===== config.mk =====
export PLATFORM = sky130hd
export DESIGN_NAME = mi4_qmul
export DESIGN_NICKNAME = d
export VERILOG_FILES = /design/src/rtl/core/mi4_pkg.sv /design/src/rtl/core/mi4_qmul.sv
export SDC_FILE = /design/constraint.sdc
export NUM_CORES = 2
export LEC_CHECK = 0
export BUFFER_PORTS_ARGS = -buffer_cell sky130_fd_sc_hd__buf_2
export CAP_MARGIN = 0
export CORE_MARGIN = 2
export CORE_UTILIZATION = 55
export DETAILED_ROUTE_END_ITERATION = 10
export PLACE_DENSITY = 0.72
export SYNTH_ARGS = -nofsm -noshare
export SYNTH_HDL_FRONTEND = slang
export SYNTH_SLANG_ARGS = --single-unit

===== constraint.sdc =====
create_clock -name clk -period 16.84 [get_ports clk]
set_input_delay 5.052 -clock clk [delete_from_list [all_inputs] [get_ports clk]]
set_output_delay 5.052 -clock clk [all_outputs]
set_load 0.02 [all_outputs]

===== src/rtl/core/mi4_pkg.sv =====
// ----------------------------------------------------------------------------
// mi4_pkg: shared types, constants and saturating helpers
// Word type, sequencer states and 64-bit saturating arithmetic used by the
// 4x4 adjugate inverter and its fixed-point multiplier.
// ----------------------------------------------------------------------------
`default_nettype none

package mi4_pkg;

    localparam int DATA_WIDTH_DEF = 32;
    localparam int FRAC_BITS_DEF  = 16;
    localparam int WORD_W         = 64;
    localparam int ELEM_COUNT     = 16;
    localparam int MINOR_COUNT    = 9;

    typedef logic signed [WORD_W-1:0] word_t;

    localparam word_t WORD_MAX = {1'b0, {(WORD_W-1){1'b1}}};
    localparam word_t WORD_MIN = {1'b1, {(WORD_W-1){1'b0}}};

    typedef enum logic [3:0] {
        ST_IDLE,
        ST_COF_RD,
        ST_COF_ISSUE,
        ST_COF_WAIT,
        ST_COF_WR,
        ST_DET_RD,
        ST_DET_ISSUE,
        ST_DET_WAIT,
        ST_DIV_INIT,
        ST_DIV,
        ST_EM_RD,
        ST_EM_ISSUE,
        ST_EM_WAIT
    } state_t;

    // Add with saturation to the signed word range
    function automatic word_t sat_add(input word_t a, input word_t b);
        word_t r;
        r = a + b;
        if (a[WORD_W-1] == b[WORD_W-1] && r[WORD_W-1] != a[WORD_W-1])
            return a[WORD_W-1] ? WORD_MIN : WORD_MAX;
        return r;
    endfunction

    // Subtract with saturation to the signed word range
    function automatic word_t sat_sub(input word_t a, input word_t b);
        word_t r;
        r = a - b;
        if (a[WORD_W-1] != b[WORD_W-1] && r[WORD_W-1] != a[WORD_W-1])
            return a[WORD_W-1] ? WORD_MIN : WORD_MAX;
        return r;
    endfunction

    // Negate, mapping the most negative word to the most positive
    function automatic word_t sat_neg(input word_t a);
        if (a == WORD_MIN)
            return WORD_MAX;
        return -a;
    endfunction

endpackage

`default_nettype wire


===== src/rtl/core/mi4_qmul.sv =====
// ----------------------------------------------------------------------------
// mi4_qmul: sequential 64x64 fixed-point multiplier
// Forms the exact magnitude product from four 32x32 partial products, one per
// cycle, then rounds half away from zero to FRAC_BITS and saturates to 64 bits.
// ----------------------------------------------------------------------------
`default_nettype none

module mi4_qmul #(
    parameter int FRAC_BITS = mi4_pkg::FRAC_BITS_DEF
) (
    input  wire logic          clk,
    input  wire logic          rst_n,
    input  wire logic          start,
    input  wire mi4_pkg::word_t a,
    input  wire mi4_pkg::word_t b,
    output logic               done,
    output mi4_pkg::word_t     result
);

    localparam int PROD_W = 2 * mi4_pkg::WORD_W;
    localparam int HALF_W = mi4_pkg::WORD_W / 2;
    localparam logic [PROD_W-1:0] ROUND_ADD = PROD_W'(1) << (FRAC_BITS - 1);

    logic [mi4_pkg::WORD_W-1:0] ua_reg;
    logic [mi4_pkg::WORD_W-1:0] ub_reg;
    logic                       neg_reg;
    logic [PROD_W-1:0]          acc_reg;
    logic [1:0]                 cnt_reg;
    logic                       run_reg;
    logic                       fin_reg;
    logic                       done_reg;
    mi4_pkg::word_t             result_reg;

    logic [HALF_W-1:0]          pa;
    logic [HALF_W-1:0]          pb;
    logic [mi4_pkg::WORD_W-1:0] pp;
    logic [PROD_W-1:0]          pp_shift;
    logic [PROD_W-1:0]          rounded;
    logic [PROD_W-1:0]          scaled;
    logic                       over;
    mi4_pkg::word_t             final_val;

    // Select the halves for this partial product and align it
    always_comb
    begin
        pa = cnt_reg[1] ? ua_reg[mi4_pkg::WORD_W-1:HALF_W] : ua_reg[HALF_W-1:0];
        pb = cnt_reg[0] ? ub_reg[mi4_pkg::WORD_W-1:HALF_W] : ub_reg[HALF_W-1:0];
        pp = mi4_pkg::WORD_W'(pa) * mi4_pkg::WORD_W'(pb);
        case (cnt_reg)
            2'd0:    pp_shift = PROD_W'(pp);
            2'd3:    pp_shift = PROD_W'(pp) << mi4_pkg::WORD_W;
            default: pp_shift = PROD_W'(pp) << HALF_W;
        endcase
    end

    // Round, scale and saturate the finished product
    always_comb
    begin
        rounded = acc_reg + ROUND_ADD;
        scaled  = rounded >> FRAC_BITS;
        over    = |scaled[PROD_W-1:mi4_pkg::WORD_W-1];
        if (!neg_reg)
            final_val = over ? mi4_pkg::WORD_MAX
                             : mi4_pkg::word_t'(scaled[mi4_pkg::WORD_W-1:0]);
        else
            final_val = over ? mi4_pkg::WORD_MIN
                             : -mi4_pkg::word_t'(scaled[mi4_pkg::WORD_W-1:0]);
    end

    // Sequence the partial products
    always_ff @(posedge clk or negedge rst_n)
    begin
        if (!rst_n)
        begin
            cnt_reg  <= 2'd0;
            run_reg  <= 1'b0;
            fin_reg  <= 1'b0;
            done_reg <= 1'b0;
        end
        else
        begin
            done_reg <= fin_reg;
            fin_reg  <= run_reg && (cnt_reg == 2'd3);
            if (start)
            begin
                run_reg <= 1'b1;
                cnt_reg <= 2'd0;
            end
            else if (run_reg)
            begin
                cnt_reg <= cnt_reg + 2'd1;
                if (cnt_reg == 2'd3)
                    run_reg <= 1'b0;
            end
        end
    end

    // Hold operands, accumulate, capture the result
    always_ff @(posedge clk)
    begin
        if (start)
        begin
            ua_reg  <= a[mi4_pkg::WORD_W-1] ? 64'(-a) : 64'(a);
            ub_reg  <= b[mi4_pkg::WORD_W-1] ? 64'(-b) : 64'(b);
            neg_reg <= a[mi4_pkg::WORD_W-1] ^ b[mi4_pkg::WORD_W-1];
            acc_reg <= '0;
        end
        else if (run_reg)
            acc_reg <= acc_reg + pp_shift;
        if (fin_reg)
            result_reg <= final_val;
    end

    assign done   = done_reg;
    assign result = result_reg;

endmodule

`default_nettype wire


==> impl_results.md <==
- Status: finished clean
- RSZ-0062 raised after global routing: false
- Core Util, Final: 58.8%
- Initial Utilization: 55.6%
- Critical Path End Type: flip-flop
- CTS tree: yes
- Mean post-synth cell area: 8.44 µm²
- Synth async-reset ratio: 1.53%
- Worst hold margin: 509 ps
- Synth top area share: 29.6%
- Capture point of the worst reg-to-reg path: acc_reg[125]$_SDFFE_PP0P_
- Vias: 52900
- # DRC: 0
- Max-slew headroom: 10.9%
- Synth Warn #: 0
- Worst-path clk slew: 60 ps
- Commonest cells post-synth: 1015 x inv_1, 897 x fa_1, 867 x nor2_1, 793 x nand2_1, 403 x ha_1
- Full die area: 113000 µm²
- Post-layout min period: 15290 ps
- Vias in the first global route: 51700
- Area growth syn-to-layout: 5.74%
- Most frequent cell after synthesis: inv_1
- Setup Crit Path Kind: reg2reg
- CP startpoint: cnt_reg[1]$_DFFE_PN0P_
- Share of cells above drive strength 1: 6.96%
- Post-CTS Setup Bufs: 0
- Fin. Hold Viols: 0
- Post-Synthesis Net Count: 8611
- Ys flop type: edfxtp_1
- GP Congestion: 1.03
- Chip height: 336 µm
- Final wirelength: 204000 µm
- Die width: 336 µm
- Port Buffer Count: 195
- Hold Crit Class: reg2reg
- Worst skew pair latency: 650 ps
- DP Wirelength: 163000 µm
- Required @ worst endpoint: 17350 ps
- Nets: 8556
- Pre-CTS setup slack: 2010 ps
- Crit-path most repeated cell: fa_1
- CTS max path bufs: 3
- Post-synth EDFFs: 193
- Number of DRC markers in iteration 0: 5489
- Reg2reg start: cnt_reg[1]$_DFFE_PN0P_
- CTS hold repair buffers: 0
- Final setup vio count: 0
- Total number of H-tree levels: 2
- Wire per inst: 23.8 µm
- Flip-flop count of the largest register after layout: 128
- Layout Skew: 65.8 ps
- Seq/Total Area, Yosys: 14.0%
- Slew @ Worst Pin: 1300 ps
- Mapped Cells: 7180
- Max-Cap Viols: 0
- Root Buffer: clkbuf_16
- Antenna-violating nets left: 0
- Synth cell types: 93
- Tot GR Track Use: 36.3%
- R2R setup slack: 1550 ps
- Synthesized area: 60600 µm²
- Total grt overflow: 0
- Row count: 121
- Final slew viol count: 0
- Number of synthesized register bits: 326
- Ports: 196
- Core ar.: 109000 µm²
- Final worst slack: 1550 ps
- TNS Setup: 0 ps
- First-pass GRT wire length: 311000 µm
- Slowest stage cell, crit path: mux2i_1
- Synth area leader: fa_1
- Tcrit/Tclk final: 90.8%
- Crit path max fanout: 43
- FF-to-FF path depth: 35
- Vias per cell: 6.17
- Setup crit end: acc_reg[125]$_SDFFE_PP0P_
- # resized after CTS: 0
- Pin count of the biggest net entering global routing: 98
- Num CTS Buffers: 42
- Initial antenna violation count: 4
- Sink Count: 326
- Fmax: 65.4 MHz
- TritonRoute pass-1 iters: 6
- Crit start category: flip-flop
- CP arrival: 15800 ps
- Max incr delay on CP: 1120 ps
- Synth area leaders: fa_1 30%, edfxtp_1 9.6%, ha_1 8.3%
==> cell families after synthesis <==
family | synth area share [%]
flops | 14.0
mux | 3.62
compound gates | 12.7
simple gates | 17.4
fa+ha+maj | 38.0
xor+xnor | 5.62
buf+inv | 8.76
==> stage by stage <==
| stage | cells | instance area, µm² |
|---|---|---|
| final | 8576 | 64100 |
| after detailed placement | 8495 | 62700 |
| after global routing | 8573 | 64100 |
| after global placement | 8495 | 62700 |
| after floorplan | 7180 | 60600 |
| after CTS | 8573 | 64100 |
==> cell type report <==
| cell class | instances | area (µm²) |
|---|---|---|
| multi-input combinational | 5457 | 47000 |
| fill | 9799 | 44900 |
| sequential | 326 | 8500 |
| inverter | 1017 | 3820 |
| tap | 1414 | 1770 |
| timing repair buffer | 281 | 1630 |
| clock buffer | 54 | 1140 |
| clock inverter | 24 | 209 |
| antenna | 3 | 7.51 |
==> critical path, delay by kind of cell, from the launching register on <==
kind                     cells  cell delay [ps]
flip-flops                   1              730
multiplexers                 1             1120
buffers and inverters        5              880
AND/OR/NAND/NOR              7             2350
adder cells (fa/ha/maj)     10             5140
XOR/XNOR                     2              730
AO/OA/AOI/OAI               10             4110
==> placed cells by master, fill, tap and decap left out, types with 25 or more instances in the layout <==
cell type  count
and3_1        44
dfxtp_1      128
mux2i_2       31
inv_1       1015
nand2_1      793
a21o_1       134
o21ai_0      286
nor4_1        35
nor2_1       864
edfxtp_1     193
a22o_1        53
mux2_2        51
a211oi_1      25
nand4_1      135
or3_1         59
xnor2_1      283
nand3_1      124
and2_1        75
clkbuf_16     42
xor2_1       106
fa_1         897
a21oi_1      329
o21a_1        41
or4_1         27
buf_2        194
ha_1         402
mux2i_1      111
nor3_1        75
a31oi_1       48
o31ai_1       63
o21bai_1      55
buf_4         86
nand2b_1      30
==> per-layer routing <==
| layer | track usage, % | part of all wire, % | wire [µm] | vias up |
|---|---|---|---|---|
| met1 | 49.8 | 40 | 82400 | 26000 |
| met4 | 13.7 | 4.4 | 8930 | 2 |
| met2 | 54.3 | 43 | 87500 | 2969 |
| met5 | 0 | 0.0059 | 12 | - |
| met3 | 10.6 | 12 | 25200 | 477 |
| li1 | - | - | - | 23500 |
==> how the worst min path moves through the flow <==
stage                             start                       end  cells past startpoint
3_3_place_gp    acc_reg[5]$_SDFFE_PP0P_   acc_reg[5]$_SDFFE_PP0P_                      2
4_1_cts         acc_reg[1]$_SDFFE_PP0P_   acc_reg[1]$_SDFFE_PP0P_                      2
2_1_floorplan   acc_reg[5]$_SDFFE_PP0P_   acc_reg[5]$_SDFFE_PP0P_                      2
3_5_place_dp    acc_reg[1]$_SDFFE_PP0P_   acc_reg[1]$_SDFFE_PP0P_                      2
5_1_grt         acc_reg[1]$_SDFFE_PP0P_   acc_reg[1]$_SDFFE_PP0P_                      2
6_report       acc_reg[11]$_SDFFE_PP0P_  acc_reg[11]$_SDFFE_PP0P_                      2
Power is left out: the tool's default activity adds up to more than one toggle a clock period on the data nets, which glitch-free logic cannot reach.
